File: src/rtl/core/b2ds_div.sv
// ----------------------------------------------------------------------------
// b2ds_div: radix-2 restoring divider
// Unsigned quotient of num / den, one quotient bit per cycle.
// ----------------------------------------------------------------------------
`default_nettype none
module b2ds_div #(
    parameter int NW = 32,
    parameter int DW = 20
) (
    input  wire logic          clk,
    input  wire logic          rst_n,
    input  wire logic          start,
    input  wire logic [NW-1:0] num,
    input  wire logic [DW-1:0] den,
    output logic               done,
    output logic      [NW-1:0] quot
);
    localparam int CW = $clog2(NW + 1);

    logic [NW-1:0] quot_reg, quot_next;
    logic [DW:0]   rem_reg, rem_next;
    logic [DW-1:0] den_reg;
    logic [CW-1:0] cnt_reg, cnt_next;
    logic          busy_reg, busy_next;
    logic          done_reg, done_next;
    logic [DW:0]   trial;

    always_comb
    begin
        quot_next = quot_reg;
        rem_next  = rem_reg;
        cnt_next  = cnt_reg;
        busy_next = busy_reg;
        done_next = 1'b0;
        trial     = {rem_reg[DW-1:0], quot_reg[NW-1]};
        if (start)
        begin
            quot_next = num;
            rem_next  = '0;
            cnt_next  = CW'(NW);
            busy_next = 1'b1;
        end
        else if (busy_reg)
        begin
            quot_next = {quot_reg[NW-2:0], 1'b0};
            if (trial >= {1'b0, den_reg})
            begin
                rem_next     = trial - {1'b0, den_reg};
                quot_next[0] = 1'b1;
            end
            else
            begin
                rem_next = trial;
            end
            cnt_next = cnt_reg - CW'(1);
            if (cnt_reg == CW'(1))
            begin
                busy_next = 1'b0;
                done_next = 1'b1;
            end
        end
    end

    always_ff @(posedge clk or negedge rst_n)
    begin
        if (!rst_n)
        begin
            busy_reg <= 1'b0;
            done_reg <= 1'b0;
            cnt_reg  <= '0;
        end
        else
        begin
            busy_reg <= busy_next;
            done_reg <= done_next;
            cnt_reg  <= cnt_next;
        end
    end

    always_ff @(posedge clk)
    begin
        quot_reg <= quot_next;
        rem_reg  <= rem_next;
        if (start)
        begin
            den_reg <= den;
        end
    end

    assign done = done_reg;
    assign quot = quot_reg;
endmodule
`default_nettype wire

File: config.mk
export PLATFORM = sky130hd
export DESIGN_NAME = b2ds_div
export DESIGN_NICKNAME = d
export VERILOG_FILES = /design/src/rtl/core/b2ds_div.sv
export SDC_FILE = /design/constraint.sdc
export NUM_CORES = 1
export LEC_CHECK = 0
export BUFFER_PORTS_ARGS = -buffer_cell sky130_fd_sc_hd__buf_2
export CAP_MARGIN = 40
export CORE_MARGIN = 4
export CORE_UTILIZATION = 55
export CTS_CLUSTER_DIAMETER = 60
export DETAILED_ROUTE_END_ITERATION = 10
export PLACE_DENSITY = 0.9
export SLEW_MARGIN = 20
export SYNTH_ARGS = -nofsm -noshare
export SYNTH_HDL_FRONTEND = slang
export SYNTH_SLANG_ARGS = --single-unit
File: constraint.sdc
create_clock -name clk -period 3.84 [get_ports clk]
set_clock_uncertainty 0.15 [all_clocks]
set_input_delay 0.192 -clock clk [delete_from_list [all_inputs] [get_ports clk]]
set_output_delay 0.192 -clock clk [all_outputs]
set_load 0.01 [all_outputs]
Yosys cells after proc, flatten, opt, wreduce, memory -nomap -nowiden
Cells that the tools add are included.
{ "word_totals": {"ff_bits": 80, "inputBits": 55, "wordCells": 23} }
{ "op_classes": {"add_sub_neg": 2, "order_cmp": 1, "eq_ne": 1, "muxes": 12, "reduce_logical": 1} }
{ "ops": {"columns": ["cell", "count"], "rows": [
  ["two-way mux 32 bit", 2],
  ["greater-or-equal comparator 21 x 20 -> 1 bit", 1],
  ["two-way mux 20 bit", 1],
  ["subtractor 20 bit", 1],
  ["two-way mux 6 bit", 2],
  ["two-way mux 1 bit", 7],
  ["== test 6 x 1 -> 1 bit (second input constant)", 1],
  ["subtractor 6 x 1 -> 6 bit (second input constant)", 1],
  ["nonzero test 2 bit", 1]
]} }

Logic depth before layout (Yosys ltp)
Gate-level depths: netlist of run 1.
{ "logic_depth": {"ltp_word": 4, "ltp_mapped": 11} }

Worst setup path before layout of run 1
OpenSTA, ideal clock, no wires.
{ "synth_timing": {"path_type": "flip-flop to flip-flop", "from": "register quot_reg[31], in the netlist quot[31]", "to": "register rem_reg[18]", "setup_ps": 144, "arrival_time_ps": 2460, "setup_slack_ps": 1086, "stages_incl_launch_ff": 12, "synth_period_minus_slack_ps": 2754, "cell_sequence": "edfxtp_1 > inv_1 > ha_1 > inv_1 > fa_1 > a211oi_1 > o21a_1 > nor2_1 > a21o_1 > mux2i_1 > a2111oi_0 > a2111oi_2"} }
{ "synth_via": {"elab_chain_len": 2} }
{ "synth_lines": {"columns": ["element", "line_no", "source"], "rows": [
  ["start: declaration", "20", "logic [NW-1:0] quot_reg, quot_next;"],
  ["start signal: assignment", "82", "quot_reg <= quot_next;"],
  ["subtractor 20 bit or greater-or-equal comparator 21 x 20 -> 1 bit (tied branches)", "48, 46", null],
  ["two-way mux 20 bit (*)", "46", "if (trial >= {1'b0, den_reg})"],
  ["end signal: assignment", "83", "rem_reg <= rem_next;"],
  ["end: declaration", "21", "logic [DW:0] rem_reg, rem_next;"]
]} }
Every way passes the cells marked *; elsewhere a longest branch is shown, timed or not.
A chain may end at the register's enable or synchronous reset.

Worst setup path in the final report of run 1
Ends and elaborated chain as after synthesis.

==> results of run 1 <==
==> cells in the mapped netlist (6+ instances only) <==
cell type and instances:
a21oi_1 18, clkbuf_1 7, o21ai_0 8, edfxtp_1 52, dfxtp_1 20, a21o_1 6
xnor2_1 7, mux2i_1 16, inv_1 31, dfrtp_1 8, nor3_1 9, ha_1 22
nor2_1 38, mux2_2 31, nand2b_1 7, xor2_1 11, a211oi_1 14, nand2_1 20
==> worst max-delay path, stage by stage (launching register included) <==
cell and delay, ns:
edfxtp_1 0.43, inv_1 0.08, ha_1 0.19, inv_1 0.07, fa_1 0.43, a211oi_1 0.33, o21a_1 0.21, nor2_1 0.07
a21o_1 0.22, mux2i_1 0.13, a2111oi_0 0.56, a2111oi_2 0.15
==> area by class of cell <==
| class | count | area share |
|---|---|---|
| flip-flops and latches | 80 | 0.3819 |
| multi-input cells | 270 | 0.3675 |
| repair buffers | 143 | 0.1772 |
| clock buffers | 10 | 0.02254 |
| well taps | 102 | 0.02254 |
| inverters | 31 | 0.02055 |
| clock inverters | 6 | 0.007735 |
==> report_power, final <==
| part | total, mW | switching [mW] | internal [mW] |
|---|---|---|---|
| clock network | 0.571 | 0.334 | 0.238 |
| logic | 1.42 | 0.774 | 0.651 |
| registers | 1.26 | 0.143 | 1.11 |
==> per-layer routing <==
metal	up-vias	GRT usage	share of wire
met5	-	0	0
met2	172	0.4059	0.49
met1	1724	0.3017	0.40
li1	1731	-	-
met3	42	0.06643	0.077
met4	0	0.1299	0.040
==> worst max path at each step <==
stage,startpoint,endpoint,depth (start not counted)
after floorplan,quot[31],rem_reg[18],11
after global placement,quot[31],rem_reg[18],11
after detailed placement,quot[31],rem_reg[18],11
after CTS,quot[31],rem_reg[18],11
after global routing,quot[31],rem_reg[12],11
final,quot[31],rem_reg[18],11
==> cells by family (layout without fill, tap and decap cells) <==
family | count (synthesis) | after routing | share of synthesized area
DFF | 80 | 80 | 0.4877
muxes | 47 | 47 | 0.1149
and+or+nand+nor | 97 | 97 | 0.1095
AOI/OAI and AO/OA | 85 | 85 | 0.1428
adders and majority gates | 23 | 23 | 0.06661
buffers and inverters | 45 | 190 | 0.04290
xor gates and xnor gates | 18 | 18 | 0.03556
==> metrics by stage <==
| step | setup WS, ns | utilization | power [mW] | cells | cell area (sq um) |
|---|---|---|---|---|---|
| after global placement | 0.8500 | 0.6376 | 2.522 | 574 | 4952 |
| after global routing | 0.4153 | 0.7289 | 3.454 | 642 | 5662 |
| final | 0.6724 | 0.7289 | 3.252 | 642 | 5662 |
| after CTS | 0.6802 | 0.7254 | 3.212 | 641 | 5634 |
| after detailed placement | 0.7377 | 0.6376 | 2.597 | 574 | 4952 |
| after floorplan | 1.086 | - | 2.296 | 395 | 4433 |
==> layout by cell type (no fill, tap or decap), types with 16 or more instances in the layout <==
cell type	n
a21oi_1	18
buf_2	87
mux2i_1	16
dlygate4sd3_1	51
nor2_1	38
nand2_1	20
dfxtp_1	20
edfxtp_1	52
ha_1	22
inv_1	31
mux2_2	31
==> impl_metrics.csv, run 1 <==
group,metric,value,unit
power,p_per_area,574.3,mW/mm^2
clocking,clk_latency,0.36,ns
critical_path,reg2reg_from,"quot[31]",
clocking,cts_buffers,9,
clocking,cts-root-buf,"clkbuf_8",
global_routing,grt_pass1_vias,3812,
critical_path,required,3.90,ns
layout,area.growth.synth_to_final,27.72,%
global_routing,antenna_found_initial,0,
layout,regArea,0.002162,sq mm
critical_path,crit_fanout,3,
layout,largest_reg_flops,32,
sta,rsz0062_at_grt,"false",
floorplanning,ios,88,
floorplanning,core,0.007767,sq mm
layout,diodes,0,
floorplanning,dieArea,0.009560,sq mm
sta,tns,0,ns
routing,drt-total-wl,11600,um
sta,setup_violations,0,
critical_path,cp-start-kind,"flop",
yosys,synth_edf_count,52,
layout,num-fill-cells,533,
critical_path,cp_data_arrival_time,3.23,ns
routing,dr.pass1.iters,4,
clocking,clk_path_buf_depth,2,
sta,worst_slew_pin_slew,0.6124,ns
routing,via_count,3669,
placed_design,place_hpwl,7213,um
routing,drt_drc_violations_left,0,
sta,holdWs,0.04965,ns
yosys,ys_types,64,
yosys,yosysTopAreaCell,"edfxtp_1",
sta,finalCritPeriodShare,0.8249,
clocking,postCtsHoldBufs,51,
floorplanning,fp.dieH,97.78,um
yosys,yosysTopAreaCellShare,0.3522,
sta,finalHoldViolations,0,
run,maxCapViolations,0,
sta,drv_slew,0,
yosys,syn_nets,473,
hold_path,hp-class,"input pin to asynchronous set/reset pin",
clocking,postCtsSetupRepairBufs,0,
critical_path,reg2reg_slack,0.67,ns
floorplanning,die_w,97.78,um
routing,wl_per_cell,18.07,um
global_routing,grt-ovfl-total,0,
layout,nets,613,
sta,fmaxAchievable,315.7,MHz
layout,drive_gt1_frac,0.2852,
global_routing,grt_util_all_layers,0.2484,
yosys,synth.area.top_cells,"edfxtp_1 35%, dfxtp_1 9.0%, mux2_2 7.9%, ha_1 6.2%, dfrtp_1 4.5%",
global_routing,grt_pass1_wl,18900,um
sta,post-route-min-period,3.168,ns
yosys,synth_area_per_cell,11.22,sq um
placed_design,place_congestion,0.9208,
yosys,syn_inst,395,
yosys,async_flop_share,0.1000,
clocking,cts_resized,0,
yosys,synthesis.area,0.004433,sq mm
placed_design,io_buffers,87,
critical_path,crit_type,"flop to flop",
yosys,ys.flop_type,"edfxtp_1",
clocking,cts_sinks,80,
yosys,seq_area_frac_synth,0.4877,
floorplanning,initial_utilization,0.5707,
clocking,cts_htree_levels,3,
routing,first_iter_violations,251,
yosys,ys_seq_elements,80,
run_status,status,"complete, no violations",
power,ir_worst_vdd,0.2984,mV
floorplanning,rows,32,
clocking,clk_pin_slew,0.10,ns
routing,vias_per_cell,5.715,
global_routing,grt_max_degree,43,
routing,ant_nets,0,
critical_path,rr_worst_depth,11,
critical_path,cp-end-kind,"flop",
yosys,yosysWarnings,0,
sta,relSlewSlack,0.5812,
layout,multi_input_area,0.002081,sq mm
clocking,cts_tree,"built",
power,power.leakage,2.530,nW
critical_path,r2r-end,"rem_reg[18]",
Note: power is estimated with default switching activity, not from simulation.
==> run 2: changes to the inputs <==
--- a/config.mk
+++ b/config.mk
@@ -5,10 +5,11 @@
 export SDC_FILE = /design/constraint.sdc
 export NUM_CORES = 1
 export LEC_CHECK = 0
+export ABC_AREA = 1
 export BUFFER_PORTS_ARGS = -buffer_cell sky130_fd_sc_hd__buf_2
 export CAP_MARGIN = 40
 export CORE_MARGIN = 4
-export CORE_UTILIZATION = 55
+export CORE_UTILIZATION = 56
 export CTS_CLUSTER_DIAMETER = 60
 export DETAILED_ROUTE_END_ITERATION = 10
 export PLACE_DENSITY = 0.9
==> constraint.sdc (replaced) <==
create_clock -name clk -period 3 [get_ports clk]
set_clock_uncertainty 0.15 [all_clocks]
set_input_delay 0.15 -clock clk [delete_from_list [all_inputs] [get_ports clk]]
set_output_delay 0.15 -clock clk [all_outputs]
set_load 0.01 [all_outputs]
==> impl_metrics.csv, run 2 <==
group,metric,value,unit
power,power.leakage,3.127,nW
critical_path,cp_data_arrival_time,2.68,ns
sta,post-route-min-period,2.537,ns
critical_path,cp-end-kind,"flop",
layout,nets,831,
yosys,yosysWarnings,0,
yosys,synth_edf_count,52,
critical_path,cp-start-kind,"flop",
critical_path,crit_type,"flop to flop",
sta,finalHoldViolations,0,
clocking,clk_path_buf_depth,2,
yosys,synthesis.area,0.004756,sq mm
critical_path,path_depth,13,
critical_path,crit_fanout,23,
sta,finalCritPeriodShare,0.8457,
routing,via_count,4570,
sta,setup_violations,0,
critical_path,cpMaxStageDelayCell,"nor2_4",
clocking,cts_htree_levels,3,
placed_design,place_congestion,0.9865,
clocking,cts_resized,0,
power,ir_worst_vdd,0.3824,mV
floorplanning,core,0.008258,sq mm
clocking,postCtsHoldBufs,52,
global_routing,grt_util_all_layers,0.2682,
floorplanning,ios,88,
layout,largest_reg_flops,32,
yosys,yosysTopAreaCell,"edfxtp_1",
global_routing,grt-ovfl-total,0,
layout,drive_gt1_frac,0.1768,
layout,final_cell_mix,"239 x nand2_1, 88 x inv_1, 87 x buf_2, 52 x edfxtp_1, 52 x dlygate4sd3_1",
clocking,cts_buffers,9,
run,maxCapViolations,0,
routing,drt-total-wl,12930,um
critical_path,crit_buf_inv,1,
critical_path,rr_worst_depth,13,
sta,worst_slew_pin_slew,0.7838,ns
placed_design,place_area,0.005266,sq mm
hold_path,hp-class,"input pin to asynchronous set/reset pin",
critical_path,slowest_delay,0.55,ns
yosys,ys.flop_type,"edfxtp_1",
yosys,syn_nets,692,
run_status,status,"complete, no violations",
yosys,seq_area_frac_synth,0.4546,
yosys,yosysTopAreaCellShare,0.3283,
global_routing,grt_pass1_vias,4736,
floorplanning,initial_utilization,0.5759,
sta,rsz0062_at_grt,"false",
sta,fmaxAchievable,394.1,MHz
yosys,synth_area_per_cell,7.746,sq um
yosys,ys_types,37,
global_routing,grt_pass1_wl,21380,um
routing,ant_nets,0,
critical_path,cp_top_family,"simple AND/OR/NAND/NOR gates",
routing,drt_drc_violations_left,0,
sta,tns,0,ns
critical_path,required,3.14,ns
clocking,clk_latency,0.36,ns
clocking,cts_tree,"built",
sta,relSlewSlack,0.4767,
layout,final_common_cell,"nand2_1",
floorplanning,fp.dieH,100.2,um
sta,holdWs,0.008139,ns
placed_design,dp_slack,0.5488,ns
global_routing,grt_max_degree,41,
layout,final_area,0.005982,sq mm
placed_design,io_buffers,87,
clocking,clk_pin_slew,0.09,ns
yosys,async_flop_share,0.1000,
clocking,cts_sinks,80,
floorplanning,rows,33,
power,finalPower,4.652,mW
layout,diodes,0,
floorplanning,dieArea,0.01003,sq mm
global_routing,antenna_found_initial,0,
routing,first_iter_violations,306,
power,p_per_area,777.6,mW/mm^2
routing,wl_per_cell,14.98,um
critical_path,crit_chain,"inv_1, ha_1, nand2_1, nor2_1, nand2_1, nor2_1, nand2_1, nand2_2, nor2_4, nand2_8, nand2_1, nand3_1, nand2_1",
yosys,synth.area.top_cells,"edfxtp_1 33%, nand2_1 19%, dfxtp_1 8.4%, inv_1 6.9%, ha_1 5.8%",
clocking,postCtsSetupRepairBufs,0,
yosys,syn_inst,614,
routing,dr.pass1.iters,5,
yosys,synthTopCellsByCount,"239 x nand2_1, 88 x inv_1, 52 x edfxtp_1",
clocking,cts-root-buf,"clkbuf_8",
critical_path,crit_top_cell,"nand2_1",
layout,area.growth.synth_to_final,25.78,%
placed_design,place_hpwl,8699,um
routing,vias_per_cell,5.295,
floorplanning,die_w,100.2,um
yosys,yosysMostFrequentCell,"nand2_1",
yosys,ys_seq_elements,80,
sta,layout_setup_ws,0.4629,ns
sta,drv_slew,0,
==> run 2: worst reg2reg max path, cell delays in order, from the launching register on <==
cell and delay (ns):
edfxtp_1 0.37, inv_1 0.08, ha_1 0.27, nand2_1 0.15, nor2_1 0.09, nand2_1 0.09
nor2_1 0.05, nand2_1 0.07, nand2_2 0.06, nor2_4 0.55, nand2_8 0.23, nand2_1 0.13
nand3_1 0.10, nand2_1 0.09
==> run 2: where the power goes <==
part | total [mW] | switching, mW | internal, mW
Combinational | 2.28 | 1.42 | 0.856
Clock | 0.802 | 0.413 | 0.389
Sequential | 1.57 | 0.164 | 1.41
==> run 2: cell type report <==
cell class	count	area (sq um)
clock buffer	10	127.6
clock inverter	6	67.56
fill	582	2276
inverter	92	345.3
multi-input combinational	426	2147
sequential	80	2162
tap	105	131.4
timing repair buffer	144	1001
==> run 2: worst paths after layout <==
kind | from | to | slack, ns
max | den_reg[13] | rem_reg[5] | 0.46
min in group clk | num[0] | quot[0] | 0.01
min | rst_n | cnt_reg[3] | 0.008
max reg2reg | den_reg[13] | rem_reg[5] | 0.46
max in group asynchronous | rst_n | cnt_reg[5] | 2.51
min reg2reg | rem_reg[17] | rem_reg[17] | 0.33
==> run 2: metrics by stage <==
stage	utilization	cells
6_report	0.7244	863
5_1_grt	0.7244	863
4_1_cts	0.7244	863
3_5_place_dp	0.6377	795
3_3_place_gp	0.6359	794
2_1_floorplan	-	614
==> run 2: cell families (layout without fill, tap and decap cells) <==
kind of cell    Yosys count  count (layout)  share of synthesized area
fa+ha+maj                23              23                    0.06209
buf+inv                 108             252                    0.09392
flops                    80              80                     0.4546
simple gates            356             356                     0.3297
xor+xnor                  9               9                    0.01658
compound gates           38              38                    0.04315
==> run 2: metal layers <==
layer | up-vias | part of all wire | wire length, um | GRT usage
met4 | 0 | 0.033 | 433 | 0.1264
met3 | 43 | 0.080 | 1029 | 0.04517
met2 | 220 | 0.49 | 6297 | 0.4592
met5 | - | 0 | 0 | 0
met1 | 2084 | 0.40 | 5171 | 0.3291
li1 | 2223 | - | - | -
==> run 3: changes to the inputs <==
==> constraint.sdc (replaced) <==
create_clock -name clk -period 2.6 [get_ports clk]
set_clock_uncertainty 0.15 [all_clocks]
set_input_delay 0.13 -clock clk [delete_from_list [all_inputs] [get_ports clk]]
set_output_delay 0.13 -clock clk [all_outputs]
set_load 0.01 [all_outputs]
==> impl_metrics.csv, run 3 (same netlist as run 2, synthesis figures left out) <==
group,metric,value,unit
global_routing,antenna_found_initial,0,
routing,drt_drc_violations_left,0,
placed_design,dp_slack,0.3023,ns
sta,worst_slew_pin_slew,0.6203,ns
routing,via_count,4724,
power,swShare,0.4454,
floorplanning,fp.dieH,100.2,um
critical_path,crit_top_cell,"nand2_1",
power,p_per_area,905.1,mW/mm^2
routing,vias_per_cell,5.455,
global_routing,grt_pass1_vias,4741,
floorplanning,die_w,100.2,um
layout,drive_gt1_frac,0.1813,
floorplanning,initial_utilization,0.5759,
clocking,cts_buffers,9,
critical_path,crit_fanout,19,
sta,finalCritPeriodShare,0.8936,
clocking,cts_htree_levels,3,
critical_path,crit_type,"flop to flop",
layout,final_cell_mix,"239 x nand2_1, 88 x inv_1, 87 x buf_2, 53 x dlygate4sd3_1, 52 x edfxtp_1",
clocking,cts-root-buf,"clkbuf_8",
global_routing,grt-ovfl-total,0,
run,maxCapViolations,0,
clocking,postCtsSetupRepairBufs,0,
critical_path,crit_chain,"inv_1, ha_1, nand2_1, nor2_1, nand2_1, nor2_1, nand2_1, nand2_2, nor2_4, buf_4, nand2_8, nand3_2, nand3_1, nand2_1",
clocking,clk_pin_slew,0.09,ns
critical_path,cpMaxStageDelayCell,"edfxtp_1",
critical_path,required,2.71,ns
sta,fmaxAchievable,430.4,MHz
critical_path,cp_data_arrival_time,2.44,ns
global_routing,grt_util_all_layers,0.2779,
placed_design,place_congestion,0.9743,
sta,finalHoldViolations,0,
routing,dr.pass1.iters,5,
routing,drt-total-wl,13480,um
hold_path,hp-class,"input pin to flop",
critical_path,cp_top_family,"simple AND/OR/NAND/NOR gates",
layout,post-route-util,0.7289,
clocking,cts_sinks,80,
placed_design,dpl.cell_count,796,
sta,holdWs,0.04215,ns
sta,relSlewSlack,0.5850,
critical_path,cp-start-kind,"flop",
power,seqPwrFrac,0.333,
routing,ant_nets,0,
power,p_comb_frac,0.499,
floorplanning,rows,33,
sta,drv_slew,0,
floorplanning,core,0.008258,sq mm
power,clockPowerShare,0.169,
routing,wl_per_cell,15.56,um
layout,instances_no_fill,866,
power,ir_worst_vdd,0.4577,mV
layout,area.growth.synth_to_final,26.57,%
sta,setup_violations,0,
critical_path,cp-end-kind,"flop",
power,p_sw,2.427,mW
run_status,status,"complete, no violations",
critical_path,slowest_delay,0.34,ns
layout,largest_reg_flops,32,
global_routing,grt_max_degree,54,
critical_path,crit_buf_inv,2,
placed_design,io_buffers,87,
layout,num-fill-cells,606,
floorplanning,dieArea,0.01003,sq mm
placed_design,place_hpwl,8666,um
clocking,clk_path_buf_depth,2,
power,power.leakage,3.131,nW
layout,nets,834,
global_routing,grt_pass1_wl,22050,um
layout,diodes,0,
layout,final_common_cell,"nand2_1",
clocking,clk_latency,0.37,ns
sta,post-route-min-period,2.323,ns
floorplanning,ios,88,
sta,layout_setup_ws,0.2765,ns
power,intPower,3.022,mW
routing,first_iter_violations,407,
sta,rsz0062_at_grt,"false",
clocking,cts_tree,"built",
sta,tns,0,ns
-- run 3: final cells by class --
type	instances	area [sq um]	share of cell area
inverters	92	345.3	0.05737
well taps	105	131.4	0.02182
clock buffers	9	123.9	0.02058
repair buffers	147	1031	0.1713
multi-input cells	426	2156	0.3581
clock inverters	7	70.07	0.01164
flip-flops and latches	80	2162	0.3592
-- run 3: power groups by stage --
stage	sequential (mW)	clock (mW)	combinational, mW
4_1_cts	1.80	0.918	2.62
2_1_floorplan	1.80	0	1.98
3_5_place_dp	1.82	0	2.53
5_1_grt	1.84	0.979	3.01
3_3_place_gp	1.81	0	2.45
6_report	1.81	0.918	2.72
-- run 3: stage by stage --
| step | area [sq um] | power, mW |
|---|---|---|
| after floorplan | 4756 | 3.781 |
| after global placement | 5266 | 4.264 |
| after detailed placement | 5266 | 4.350 |
| after CTS | 5991 | 5.336 |
| after global routing | 6020 | 5.822 |
| final | 6020 | 5.448 |
-- run 3: timing repair --
item / CTS / global route
hold buffers: 53 / 0
endpoints found under the setup margin: 0 / 1
hold endpoints to repair: 59 / 0
gates resized for setup: 0 / 1
-- run 3: final timing paths --
check	start	to	slack, ns	cells after the start
max	den_reg[4]	rem_reg[13]	0.28	14
min	start	cnt_reg[1]	0.04	4
max reg2reg	den_reg[4]	rem_reg[13]	0.28	14
min reg2reg	rem_reg[10]	rem_reg[10]	0.33	2
max in group asynchronous	rst_n	busy_reg	1.43	3
min in group asynchronous	rst_n	done	0.57	3
-- run 3: layer usage --
metal  up-vias  share of wire  track usage
met2       272           0.50       0.4760
met3        47          0.081      0.06046
li1       2231              -            -
met4         0          0.037       0.1347
met5         -              0            0
met1      2174           0.38       0.3302
-- run 3: worst reg2reg max path, stage by stage, from the launching register on --
cell and delay, ns:
edfxtp_1 0.34, inv_1 0.04, ha_1 0.34, nand2_1 0.14, nor2_1 0.21, nand2_1 0.07, nor2_1 0.11, nand2_1 0.09
nand2_2 0.10, nor2_4 0.07, buf_4 0.16, nand2_8 0.16, nand3_2 0.11, nand3_1 0.08, nand2_1 0.05
